### src/mtc_pkg.sv
package mtc_pkg;

  localparam int LATTICE_SIZE = 64;
  localparam int COORD_W      = 6;
  localparam int VERT_W       = 7;
  localparam int NUM_TET      = 6;
  localparam int NUM_SLOT     = 2 * NUM_TET;
  localparam int SLOT_W       = $clog2(NUM_SLOT);
  localparam int QUEUE_DEPTH  = 4;
  localparam int QPTR_W       = $clog2(QUEUE_DEPTH);
  localparam int QCNT_W       = $clog2(QUEUE_DEPTH + 1);

  localparam logic [3:0] CODE_EMPTY = 4'h0;
  localparam logic [3:0] CODE_FULL  = 4'hf;

  // corners a,b,c,d of each tetrahedron, corner number dx + 2*dy + 4*dz
  localparam logic [2:0] TET_DEF [NUM_TET][4] = '{
    '{3'd2, 3'd0, 3'd4, 3'd5},
    '{3'd2, 3'd0, 3'd1, 3'd5},
    '{3'd2, 3'd6, 3'd4, 3'd5},
    '{3'd2, 3'd6, 3'd7, 3'd5},
    '{3'd2, 3'd3, 3'd1, 3'd5},
    '{3'd2, 3'd3, 3'd7, 3'd5}
  };

  localparam logic TET_REFL [NUM_TET] = '{1'b0, 1'b1, 1'b1, 1'b0, 1'b0, 1'b1};

  localparam logic [1:0] EDGE_ENDS [6][2] = '{
    '{2'd0, 2'd1}, '{2'd1, 2'd2}, '{2'd2, 2'd0},
    '{2'd0, 2'd3}, '{2'd1, 2'd3}, '{2'd2, 2'd3}
  };

  localparam logic [1:0] CASE_COUNT [16] = '{
    2'd0, 2'd1, 2'd1, 2'd2, 2'd1, 2'd2, 2'd2, 2'd1,
    2'd1, 2'd2, 2'd2, 2'd1, 2'd2, 2'd1, 2'd1, 2'd0
  };

  localparam logic [2:0] CASE_TRIS [16][2][3] = '{
    '{'{3'd0, 3'd0, 3'd0}, '{3'd0, 3'd0, 3'd0}},
    '{'{3'd3, 3'd5, 3'd4}, '{3'd0, 3'd0, 3'd0}},
    '{'{3'd2, 3'd1, 3'd5}, '{3'd0, 3'd0, 3'd0}},
    '{'{3'd3, 3'd2, 3'd1}, '{3'd3, 3'd1, 3'd4}},
    '{'{3'd0, 3'd4, 3'd1}, '{3'd0, 3'd0, 3'd0}},
    '{'{3'd0, 3'd3, 3'd5}, '{3'd0, 3'd5, 3'd1}},
    '{'{3'd2, 3'd0, 3'd4}, '{3'd2, 3'd4, 3'd5}},
    '{'{3'd2, 3'd0, 3'd3}, '{3'd0, 3'd0, 3'd0}},
    '{'{3'd3, 3'd0, 3'd2}, '{3'd0, 3'd0, 3'd0}},
    '{'{3'd0, 3'd2, 3'd5}, '{3'd0, 3'd5, 3'd4}},
    '{'{3'd3, 3'd0, 3'd1}, '{3'd3, 3'd1, 3'd5}},
    '{'{3'd0, 3'd1, 3'd4}, '{3'd0, 3'd0, 3'd0}},
    '{'{3'd2, 3'd3, 3'd4}, '{3'd2, 3'd4, 3'd1}},
    '{'{3'd2, 3'd5, 3'd1}, '{3'd0, 3'd0, 3'd0}},
    '{'{3'd3, 3'd4, 3'd5}, '{3'd0, 3'd0, 3'd0}},
    '{'{3'd0, 3'd0, 3'd0}, '{3'd0, 3'd0, 3'd0}}
  };

  // one classified cell: base corner, per-tetrahedron case codes, triangle slots
  typedef struct packed {
    logic [COORD_W-1:0]          base_x;
    logic [COORD_W-1:0]          base_y;
    logic [COORD_W-1:0]          base_z;
    logic [NUM_TET-1:0][3:0]     codes;
    logic [NUM_SLOT-1:0]         slots;
  } mtc_job_t;

endpackage

### src/mtc_front.sv
module mtc_front
  import mtc_pkg::*;
(
  input  logic        in_tvalid,
  output logic        in_tready,
  input  logic [31:0] in_tdata,   // cell_x, cell_y, cell_z, corner_bits, zero pad
  input  logic        q_full,
  output logic        q_push,
  output mtc_job_t    q_job
);

  logic [COORD_W-1:0] cell_x, cell_y, cell_z;
  logic [7:0]         corner_bits;
  logic               in_lattice;

  assign cell_x      = in_tdata[5:0];
  assign cell_y      = in_tdata[11:6];
  assign cell_z      = in_tdata[17:12];
  assign corner_bits = in_tdata[25:18];

  assign in_lattice = ((int'(cell_x) + 1) < LATTICE_SIZE) &&
                      ((int'(cell_y) + 1) < LATTICE_SIZE) &&
                      ((int'(cell_z) + 1) < LATTICE_SIZE);

  always_comb begin
    logic [3:0] code;
    q_job        = '0;
    q_job.base_x = cell_x;
    q_job.base_y = cell_y;
    q_job.base_z = cell_z;
    for (int t = 0; t < NUM_TET; t++) begin
      for (int j = 0; j < 4; j++) begin
        code[3-j] = corner_bits[TET_DEF[t][j]];
      end
      if (TET_REFL[t]) begin
        code = code ^ CODE_FULL;
      end
      q_job.codes[t]       = code;
      q_job.slots[2*t]     = (CASE_COUNT[code] != 2'd0);
      q_job.slots[2*t + 1] = (CASE_COUNT[code] == 2'd2);
    end
  end

  assign in_tready = !q_full;
  // drop cells outside the lattice and cells with no crossing
  assign q_push = in_tvalid && in_tready && in_lattice && (q_job.slots != '0);

endmodule

### src/mtc_queue.sv
module mtc_queue
  import mtc_pkg::*;
(
  input  logic     clk,
  input  logic     rst_n,
  input  logic     push,
  input  mtc_job_t wr_job,
  output logic     full,
  input  logic     pop,
  output logic     valid,
  output mtc_job_t rd_job
);

  mtc_job_t           mem_r [QUEUE_DEPTH];
  logic [QPTR_W-1:0]  wr_ptr_r, wr_ptr_nxt;
  logic [QPTR_W-1:0]  rd_ptr_r, rd_ptr_nxt;
  logic [QCNT_W-1:0]  cnt_r, cnt_nxt;

  assign full   = (cnt_r == QCNT_W'(QUEUE_DEPTH));
  assign valid  = (cnt_r != '0);
  assign rd_job = mem_r[rd_ptr_r];

  always_comb begin
    wr_ptr_nxt = wr_ptr_r + QPTR_W'(push);
    rd_ptr_nxt = rd_ptr_r + QPTR_W'(pop);
    cnt_nxt    = cnt_r + QCNT_W'(push) - QCNT_W'(pop);
  end

  always_ff @(posedge clk) begin
    if (!rst_n) begin
      wr_ptr_r <= '0;
      rd_ptr_r <= '0;
      cnt_r    <= '0;
    end else begin
      wr_ptr_r <= wr_ptr_nxt;
      rd_ptr_r <= rd_ptr_nxt;
      cnt_r    <= cnt_nxt;
    end
  end

  always_ff @(posedge clk) begin
    if (push) begin
      mem_r[wr_ptr_r] <= wr_job;
    end
  end

endmodule

### src/mtc_back.sv
module mtc_back
  import mtc_pkg::*;
(
  input  logic        clk,
  input  logic        rst_n,
  input  logic        q_valid,
  input  mtc_job_t    q_job,
  output logic        q_pop,
  output logic        out_tvalid,
  input  logic        out_tready,
  output logic [63:0] out_tdata,  // v0_x, v0_y, v0_z, v1_x, v1_y, v1_z, v2_x, v2_y, v2_z, pad
  output logic        out_tlast   // last_triangle
);

  mtc_job_t             cur_r, cur_nxt;
  logic [NUM_SLOT-1:0]  mask_r, mask_nxt;
  logic                 out_tvalid_r, out_tvalid_nxt;
  logic                 out_tlast_r, out_tlast_nxt;
  logic [62:0]          out_data_r, out_data_nxt;

  logic                 adv, have, emit, last, load;
  logic [SLOT_W-1:0]    sel;
  logic [NUM_SLOT-1:0]  rest;
  logic [2:0]           tet;
  logic                 tri_i;
  logic [3:0]           code;
  logic [62:0]          tri_data;

  // lowest pending triangle slot
  always_comb begin
    sel = '0;
    for (int s = NUM_SLOT - 1; s >= 0; s--) begin
      if (mask_r[s]) begin
        sel = SLOT_W'(s);
      end
    end
  end

  assign rest  = mask_r & (mask_r - NUM_SLOT'(1));
  assign last  = (rest == '0);
  assign tet   = sel[SLOT_W-1:1];
  assign tri_i = sel[0];
  assign code  = cur_r.codes[tet];

  always_comb begin
    logic [2:0]           e;
    logic [2:0]           ca, cb;
    logic [COORD_W-1:0]   b;
    for (int v = 0; v < 3; v++) begin
      e  = CASE_TRIS[code][tri_i][v];
      ca = TET_DEF[tet][EDGE_ENDS[e][0]];
      cb = TET_DEF[tet][EDGE_ENDS[e][1]];
      for (int ax = 0; ax < 3; ax++) begin
        case (ax)
          0:       b = cur_r.base_x;
          1:       b = cur_r.base_y;
          default: b = cur_r.base_z;
        endcase
        tri_data[(3*v + ax)*VERT_W +: VERT_W] =
          {b, 1'b0} + {{(VERT_W-1){1'b0}}, ca[ax]} + {{(VERT_W-1){1'b0}}, cb[ax]};
      end
    end
  end

  assign adv   = !out_tvalid_r || out_tready;
  assign have  = (mask_r != '0);
  assign emit  = adv && have;
  assign load  = q_valid && (!have || (emit && last));
  assign q_pop = load;

  always_comb begin
    cur_nxt        = cur_r;
    mask_nxt       = mask_r;
    out_tvalid_nxt = out_tvalid_r;
    out_tlast_nxt  = out_tlast_r;
    out_data_nxt   = out_data_r;
    if (adv) begin
      out_tvalid_nxt = have;
    end
    if (emit) begin
      out_tlast_nxt = last;
      out_data_nxt  = tri_data;
      mask_nxt      = rest;
    end
    if (load) begin
      cur_nxt  = q_job;
      mask_nxt = q_job.slots;
    end
  end

  always_ff @(posedge clk) begin
    if (!rst_n) begin
      mask_r       <= '0;
      out_tvalid_r <= 1'b0;
    end else begin
      mask_r       <= mask_nxt;
      out_tvalid_r <= out_tvalid_nxt;
    end
  end

  always_ff @(posedge clk) begin
    cur_r       <= cur_nxt;
    out_tlast_r <= out_tlast_nxt;
    out_data_r  <= out_data_nxt;
  end

  assign out_tvalid = out_tvalid_r;
  assign out_tlast  = out_tlast_r;
  assign out_tdata  = {1'b0, out_data_r};

  a_pop_valid: assert property (@(posedge clk) disable iff (!rst_n)
    q_pop |-> q_valid)
    else $error("pop from empty queue");

  a_drain: assert property (@(posedge clk) disable iff (!rst_n)
    (emit && last && !q_valid) |=> (mask_r == '0))
    else $error("slots left after last triangle");

  a_one_slot: assert property (@(posedge clk) disable iff (!rst_n)
    (emit && !last) |=> ($countones(mask_r) == $countones($past(mask_r)) - 1))
    else $error("emit did not retire exactly one slot");

  a_cell_open: assert property (@(posedge clk) disable iff (!rst_n)
    (out_tvalid_r && !out_tlast_r) |-> have)
    else $error("non-final word with no triangles pending");

endmodule

### src/marching_tetrahedra_cell_mesher.sv
// A cell word passes the queue, the cell registers and the output registers before
// its first triangle shows on out_*. One triangle word per cycle while out_tready is high;
// a cell with n triangles gives n words. Input takes a word every cycle while the 4-entry
// cell queue has room; cells with no crossing or outside the lattice are dropped at input.
// Reset (rst_n low, synchronous) empties the queue and clears all pending triangles.
module marching_tetrahedra_cell_mesher
  import mtc_pkg::*;
(
  input  logic        clk,
  input  logic        rst_n,
  input  logic        in_tvalid,
  output logic        in_tready,
  input  logic [31:0] in_tdata,   // cell_x, cell_y, cell_z, corner_bits, zero pad
  output logic        out_tvalid,
  input  logic        out_tready,
  output logic [63:0] out_tdata,  // v0_x, v0_y, v0_z, v1_x, v1_y, v1_z, v2_x, v2_y, v2_z, pad
  output logic        out_tlast   // last_triangle
);

  logic     q_push, q_full, q_valid, q_pop;
  mtc_job_t wr_job, rd_job;

  mtc_front u_front (
    .in_tvalid (in_tvalid),
    .in_tready (in_tready),
    .in_tdata  (in_tdata),
    .q_full    (q_full),
    .q_push    (q_push),
    .q_job     (wr_job)
  );

  mtc_queue u_queue (
    .clk    (clk),
    .rst_n  (rst_n),
    .push   (q_push),
    .wr_job (wr_job),
    .full   (q_full),
    .pop    (q_pop),
    .valid  (q_valid),
    .rd_job (rd_job)
  );

  mtc_back u_back (
    .clk        (clk),
    .rst_n      (rst_n),
    .q_valid    (q_valid),
    .q_job      (rd_job),
    .q_pop      (q_pop),
    .out_tvalid (out_tvalid),
    .out_tready (out_tready),
    .out_tdata  (out_tdata),
    .out_tlast  (out_tlast)
  );

endmodule
### config.mk
export PLATFORM = sky130hd
export DESIGN_NAME = marching_tetrahedra_cell_mesher
export DESIGN_NICKNAME = d
export VERILOG_FILES = /design/src/mtc_pkg.sv /design/src/mtc_front.sv /design/src/mtc_queue.sv /design/src/mtc_back.sv /design/src/marching_tetrahedra_cell_mesher.sv
export SDC_FILE = /design/constraint.sdc
export NUM_CORES = 1
export LEC_CHECK = 0
export ABC_AREA = 1
export BUFFER_PORTS_ARGS = -buffer_cell sky130_fd_sc_hd__buf_2
export CORE_ASPECT_RATIO = 2
export CORE_MARGIN = 3
export CORE_UTILIZATION = 65
export DETAILED_ROUTE_END_ITERATION = 7
export PLACE_DENSITY = 0.85
export SLEW_MARGIN = 30
export SYNTH_ARGS = -nofsm -noshare
export SYNTH_HDL_FRONTEND = slang
export SYNTH_SLANG_ARGS = --single-unit
### constraint.sdc
create_clock -name clk -period 8.2 [get_ports clk]
set_input_delay 0.41 -clock clk [delete_from_list [all_inputs] [get_ports clk]]
set_output_delay 0.41 -clock clk [all_outputs]
set_load 0.03 [all_outputs]
=== After elaboration in Yosys (flattened, before gate mapping) ===
Memories as Yosys holds them, arrays and structs flattened. A register that Yosys moved wholly into a read port is not among the register bits.
Index checks and enable logic that the tools add are counted.

* Memories: 12
* Output and inout port bits: 67
* Register bits after elaboration: 126
* Bits in read-only memories: 672
* Word-level logic and storage cells: 191
* Input bits: 36
* RAM bits: 216

{| class="wikitable"
|+ Memory list
! name !! words !! bits a word !! read ports !! clocked after Yosys merged registers in !! wr ports !! RTL line !! source
|-
| (no name shown) || 16 || 18 || 1 || 0 || 0 || mtc_back.sv:50 || <nowiki>e = CASE_TRIS[code][tri_i][v];</nowiki>
|-
| u_queue.mem_r || 4 || 54 || 1 || 1 || 1 || mtc_queue.sv:14 || <nowiki>mtc_job_t mem_r [QUEUE_DEPTH];</nowiki>
|-
| (no name shown) || 8 || 12 || 1 || 0 || 0 || mtc_back.sv:51 || <nowiki>ca = TET_DEF[tet][EDGE_ENDS[e][0]];</nowiki>
|-
| (no name shown) || 8 || 4 || 1 || 0 || 0 || mtc_back.sv:51 ||
|-
| (no name shown) || 8 || 4 || 1 || 0 || 0 || mtc_back.sv:52 || <nowiki>cb = TET_DEF[tet][EDGE_ENDS[e][1]];</nowiki>
|-
| (no name shown) || 16 || 2 || 1 || 0 || 0 || mtc_front.sv:39 || <nowiki>q_job.slots[2*t] = (CASE_COUNT[code] != 2'd0);</nowiki>
|-
| 6 more memories || -- || -- || -- || -- || -- || -- ||
|}

* Reduce and logical (&&, ||, !) cells: 24
* Equal/unequal tests: 7
* Bitwise gates (word level): 22
* $add $sub $neg: 26
* Muxes and demuxes: 62
* Magnitude comparators: 22

{| class="wikitable"
|+ Operators with widths
! cell !! count
|-
| 7-bit by 1-bit adder with 7-bit output || 18
|-
| 32-bit by 8-bit less-than comparator with 1-bit output (second input constant) || 3
|-
| 4-bit 2-to-1 mux || 19
|-
| 12-bit 2-to-1 mux || 4
|-
| 3-bit binary-select mux with 2-bit select || 6
|-
| 18-bit 2-to-1 mux || 2
|-
| 3-bit 2-to-1 mux || 12
|-
| 5-bit greater-or-equal comparator (second input constant) || 7
|-
| 4-bit NOT with 5-bit output || 7
|-
| 9-bit 2-to-1 mux || 3
|-
| 2-bit 2-to-1 mux || 13
|-
| 12-bit nonzero test || 2
|-
| 6-bit by 1-bit adder with 7-bit output (second input constant) || 3
|-
| 3-bit greater-or-equal comparator (second input constant) || 6
|-
| 2-bit NOT with 3-bit output || 6
|-
| 4-bit greater-or-equal comparator (second input constant) || 4
|-
| 3-bit NOT with 4-bit output || 4
|-
| 2-bit nonzero test || 7
|-
| 12-bit bitwise AND || 1
|-
| 4-bit binary-select mux with 3-bit select || 1
|-
| 2-bit == test (second input constant) || 6
|-
| 12-bit logical NOT || 1
|-
| 4-bit NOT || 3
|-
| 12-bit by 1-bit subtractor with 12-bit output (second input constant) || 1
|-
| 12 further kinds || 24
|}

=== Longest topological paths before layout ===
* Depth after elaboration: 31
* Mapped depth: 31

=== By module ===
From an unflattened synthesis, not the netlist that was laid out.

* Cell total of the unflattened synthesis: 1469
* Area total of the unflattened synthesis: 16203.0 µm²

{| class="wikitable"
|+ By module, submodules not included
! module !! cells an instance !! area an instance (µm²) !! instances
|-
| mtc_queue || 678 || 9034.9 || 1
|-
| mtc_back || 630 || 6298.5 || 1
|-
| mtc_front || 161 || 869.6 || 1
|}

=== Worst setup path after synthesis ===
No wires, ideal clock.

* Path type: input to register
* Start: in in_tdata[23]
* End: mem u_queue.mem_r[0][0] (netlist name) (enable)
* Arrival time: 4743 ps
* Required time: 7693 ps
* Cell stages on the path: 11
* Slack: 2951 ps
* Path through: inv_1 ha_1 nor2_1 inv_1 nand2_1 xor2_1 inv_1 nand2_1 or4_1 nand4_1 nor3_1

{| class="wikitable"
|+ RTL lines
! item !! RTL line !! source
|-
| from (decl) || marching_tetrahedra_cell_mesher.sv:13 || <nowiki>input logic [31:0] in_tdata,</nowiki>
|-
| to (decl) || mtc_queue.sv:14 ||
|}

=== Worst setup path after layout ===
* Start: reg u_back.mask_r[0]
* End: reg u_back.out_data_r[13], data pin

* Longest elaborated chain between the ends: 20

{| class="wikitable"
|+ RTL lines
! item !! RTL line !! source
|-
| from (decl) || mtc_back.sv:16 || <nowiki>logic [NUM_SLOT-1:0] mask_r, mask_nxt;</nowiki>
|-
| from (signal assigned) || mtc_back.sv:96 || <nowiki>mask_r <= mask_nxt;</nowiki>
|-
| 4-bit 2-to-1 mux * || mtc_back.sv:33 || <nowiki>if (mask_r[s]) begin</nowiki>
|-
| 4-bit binary-select mux with 3-bit select || mtc_back.sv:43 || <nowiki>assign code = cur_r.codes[tet];</nowiki>
|-
| 4-bit 2-to-1 mux (not written as such) || mtc_back.sv:43 ||
|-
| 4-bit NOT with 5-bit output (not written as such) || mtc_back.sv:50 ||
|-
| memory read 16 x 18 bit || -- ||
|-
| 18-bit 2-to-1 mux (2 in a row) || -- ||
|-
| 9-bit 2-to-1 mux (3 in a row) || -- ||
|-
| 3-bit NOT with 4-bit output (not written as such) || mtc_back.sv:51, mtc_back.sv:52 ||
|-
| memory read 8 x 4 bit || -- ||
|-
| 4-bit 2-to-1 mux (not written as such) (2 in a row) || mtc_back.sv:52 ||
|-
| 2-bit NOT with 3-bit output (not written as such) || mtc_back.sv:51 ||
|-
| 3-bit binary-select mux with 2-bit select || mtc_back.sv:51 ||
|-
| 3-bit 2-to-1 mux (not written as such) (2 in a row) || mtc_back.sv:51 ||
|-
| 7-bit by 1-bit adder with 7-bit output || mtc_back.sv:60 || <nowiki>{b, 1'b0} + {{(VERT_W-1){1'b0}}, ca[ax]} + {{(VERT_W-1){1'b0}}, cb[ax]};</nowiki>
|-
| 7-bit by 1-bit adder with 7-bit output * || mtc_back.sv:60 ||
|-
| net u_back.tri_data[13] || mtc_back.sv:27 || <nowiki>logic [62:0] tri_data;</nowiki>
|-
| to (signal assigned) || mtc_back.sv:104 || <nowiki>out_data_r <= out_data_nxt;</nowiki>
|-
| to (decl) || mtc_back.sv:19 || <nowiki>logic [62:0] out_data_r, out_data_nxt;</nowiki>
|}

The timed path passes the listed nets; every way through them passes the cells marked *. The select of a mux whose other input is x is not followed.
A chain may end at the register's enable or synchronous reset.

==> results.ini <==
[global_route]
antenna_found_initial = 1
grt_max_degree = 77
grt_pass1_wl_um = 47200
grt.overflow.total = 0
grt_pass1_vias = 9299
grt_use_total_pct = 27.0

[synthesis]
ys_types = 52
synthCells = 1208
ys_seq_area_share_pct = 64.7
synth_compound_area_share_pct = 8.78
synth_xor_area_share_pct = 3.51
synth-simple-area-share_pct = 14.2
synth_area_per_cell_um2 = 11.4
ys.flop_type = edfxtp_1
synth_nets = 1289
synthAdderAreaFrac_pct = 4.16
synth-seq-cells = 302
yosys.area.top_type = edfxtp_1
synth_area_leaders = edfxtp_1 (62%), nand2_1 (5.9%), ha_1 (4.0%), o21ai_0 (3.8%), nor2_1 (3.4%)
postSynth.asyncResetShare_pct = 0
synth_top_family_by_area = simple AND/OR/NAND/NOR gates
syn-cell-area_um2 = 13700
synth_top_cell_area_share_pct = 61.7
synth.yosys.warnings = 0
synth_mux_area_share_pct = 0
synth_edf_count = 282
synth_common_cells = edfxtp_1 (282), nand2_1 (216), nor2_1 (124), o21ai_0 (105), inv_1 (104)
synth_most_common_cell = edfxtp_1

[routing]
drt_wl_total_um = 30300
num_vias = 9343
drc = 0
vias_per_cell = 5.91
detail-route-antenna-nets = 0
first_iter_violations = 669
firstDrtPassIters = 7
route.detailed.wl_per_inst_um = 19.2

[sta]
min_period_ns = 5.12
tns_ns = 0
setup_violations = 0
fin_skew_ns = 0.0174
layout_setup_ws_ns = 3.08
finalHoldViolCount = 0
slew_violations = 0
max-slew-margin-rel_pct = 35.8
worstMarginPinSlew_ns = 0.961
fin_crit_sh_pct = 62.4
fmax_ghz = 0.195
rsz0062_at_grt = no

[worst_setup_path]
critPathRequiredTime_ns = 8.50
critical_path_arrival_ns = 5.41
r2r_cells = 21
cp-end-kind = register
cp-start-kind = register
path_max_fanout = 13
path_class = reg2reg

[cells_and_area]
regArea_um2 = 8870
area_delta_synth_final_pct = 11.2
final_cells = 1581
nets = 1376
drive_gt1_share_pct = 15.2
multi_input_area_um2 = 4250
num-fill-cells = 1343

[floorplanning]
io_pins = 103
die_x_um = 109
dieArea_um2 = 23000
die_h_um = 211
core-area_um2 = 20600
rows = 74
start_util_pct = 66.7

[min_path]
min_path_type = in2reg
min_delay_path_depth = 1

[cts]
clock_path_buffers = 3
tritoncts = built
cts_sinks = 302
ctsHoldBuffers = 0
worstSkewPairLatency_ns = 0.56
cts_setup_buffers = 0
cts_inserted_buffers = 25
cts_max_level = 1
root_buffer = clkbuf_16
cts_resized = 0
clk_pin_slew_ns = 0.07

[flow_run]
drv_cap = 0

[placed_design]
pre_cts_slack_ns = 3.13
port_buffers = 95
dp_hpwl_um = 19700
gp_congestion = 0.912
dpl.cell_count = 1534

[status]
status = finished clean

-- logic make-up after synthesis --
logic type | Yosys count
buffers and inverters | 160
DFF | 302
other | 1
AOI/OAI and AO/OA | 210
and+or+nand+nor | 435
adders and majority gates | 45
xor gates and xnor gates | 55
-- cells in the final DEF (no fill, tap or decap), types with 2 or more instances in the layout --
| master | n |
|---|---|
| nand3_2 | 2 |
| a21oi_1 | 35 |
| nor3_2 | 3 |
| o21ai_0 | 105 |
| clkbuf_16 | 25 |
| nand3_4 | 3 |
| clkinv_2 | 5 |
| inv_1 | 102 |
| nand4_1 | 10 |
| clkbuf_1 | 8 |
| edfxtp_1 | 282 |
| clkinv_1 | 2 |
| nand2_2 | 15 |
| nor2_4 | 10 |
| nand2_1 | 215 |
| o21ai_1 | 10 |
| buf_4 | 10 |
| nand2_4 | 3 |
| ha_1 | 44 |
| nor2_1 | 121 |
| nor3_1 | 3 |
| a32o_1 | 6 |
| nand3_1 | 38 |
| buf_2 | 95 |
| inv_2 | 10 |
| xnor2_1 | 7 |
| o211ai_1 | 3 |
| clkinvlp_4 | 2 |
| bufinv_16 | 2 |
| a22oi_1 | 2 |
| o22ai_1 | 38 |
| nand3b_1 | 6 |
| dfxtp_1 | 19 |
| xor2_1 | 48 |
-- registers in the layout, summed over array words and instances, names as in the netlist --
| signal | count |
|---|---|
| u_back.cur_r | 34 |
| u_back.mask_r | 12 |
| u_back.out_data_r | 63 |
| u_back.out_tlast | 1 |
| u_back.out_tvalid | 1 |
| u_queue.cnt_r | 3 |
| u_queue.mem_r | 184 |
| u_queue.rd_ptr_r | 2 |
| u_queue.wr_ptr_r | 2 |
-- critical path: stages, from the launching register on --
cell and delay [ns]:
dfxtp_1 0.38, nor2_4 0.32, nand2_4 0.12, a21oi_4 0.30
inv_2 0.14, nand2_1 0.10, nand2_2 0.08, o21ai_0 0.58
inv_1 0.24, ha_1 0.30, nand2_1 0.08, nand2_1 0.06
o221ai_1 0.22, nand2_1 0.20, ha_1 0.40, or2_2 0.32
a21boi_1 0.19, ha_1 0.25, ha_1 0.21, nand2_1 0.11
nor2_1 0.15, xor2_1 0.09
-- path summary, 6_finish.rpt --
kind                                  from                               to  slack, ns
max          u_back.mask_r[0]$_SDFFE_PN0P_  u_back.out_data_r[13]$_DFFE_PP_       3.08
min                            in_tdata[1]   u_queue.mem_r[2][49]$_DFFE_PP_       0.09
min reg2reg  u_back.mask_r[3]$_SDFFE_PN0P_    u_back.mask_r[3]$_SDFFE_PN0P_       0.53
max reg2reg  u_back.mask_r[0]$_SDFFE_PN0P_  u_back.out_data_r[13]$_DFFE_PP_       3.08
-- layer usage --
layer / vias to the layer above / GRT usage (%) / routed length (um)
met5: - / 0 / 0
met4: 0 / 18.4 / 2120
met3: 111 / 3.42 / 1740
met2: 409 / 50.2 / 16800
met1: 4469 / 27.1 / 9650
li1: 4354 / - / -
-- metrics by stage --
stage / area (um^2) / hold slack, ns / util, %
2_1_floorplan: 13700 / 0.455 / -
3_3_place_gp: 14400 / 0.477 / 70.2
3_5_place_dp: 14400 / 0.521 / 70.2
4_1_cts: 15300 / 0.0700 / 74.2
5_1_grt: 15300 / 0.0811 / 74.2
6_report: 15300 / 0.0922 / 74.2
-- cell type report --
| class | count | share of cell area, % |
|---|---|---|
| clock inverters | 12 | 0.952 |
| inverters | 115 | 2.85 |
| diodes | 1 | 0.0164 |
| clock buffers | 34 | 4.39 |
| well taps | 266 | 2.18 |
| flip-flops and latches | 302 | 58.1 |
| repair buffers | 105 | 3.61 |
| multi-input cells | 746 | 27.9 |
Power is left out: the tool's default activity adds up to more than one toggle a clock period on the data nets, which glitch-free logic cannot reach.
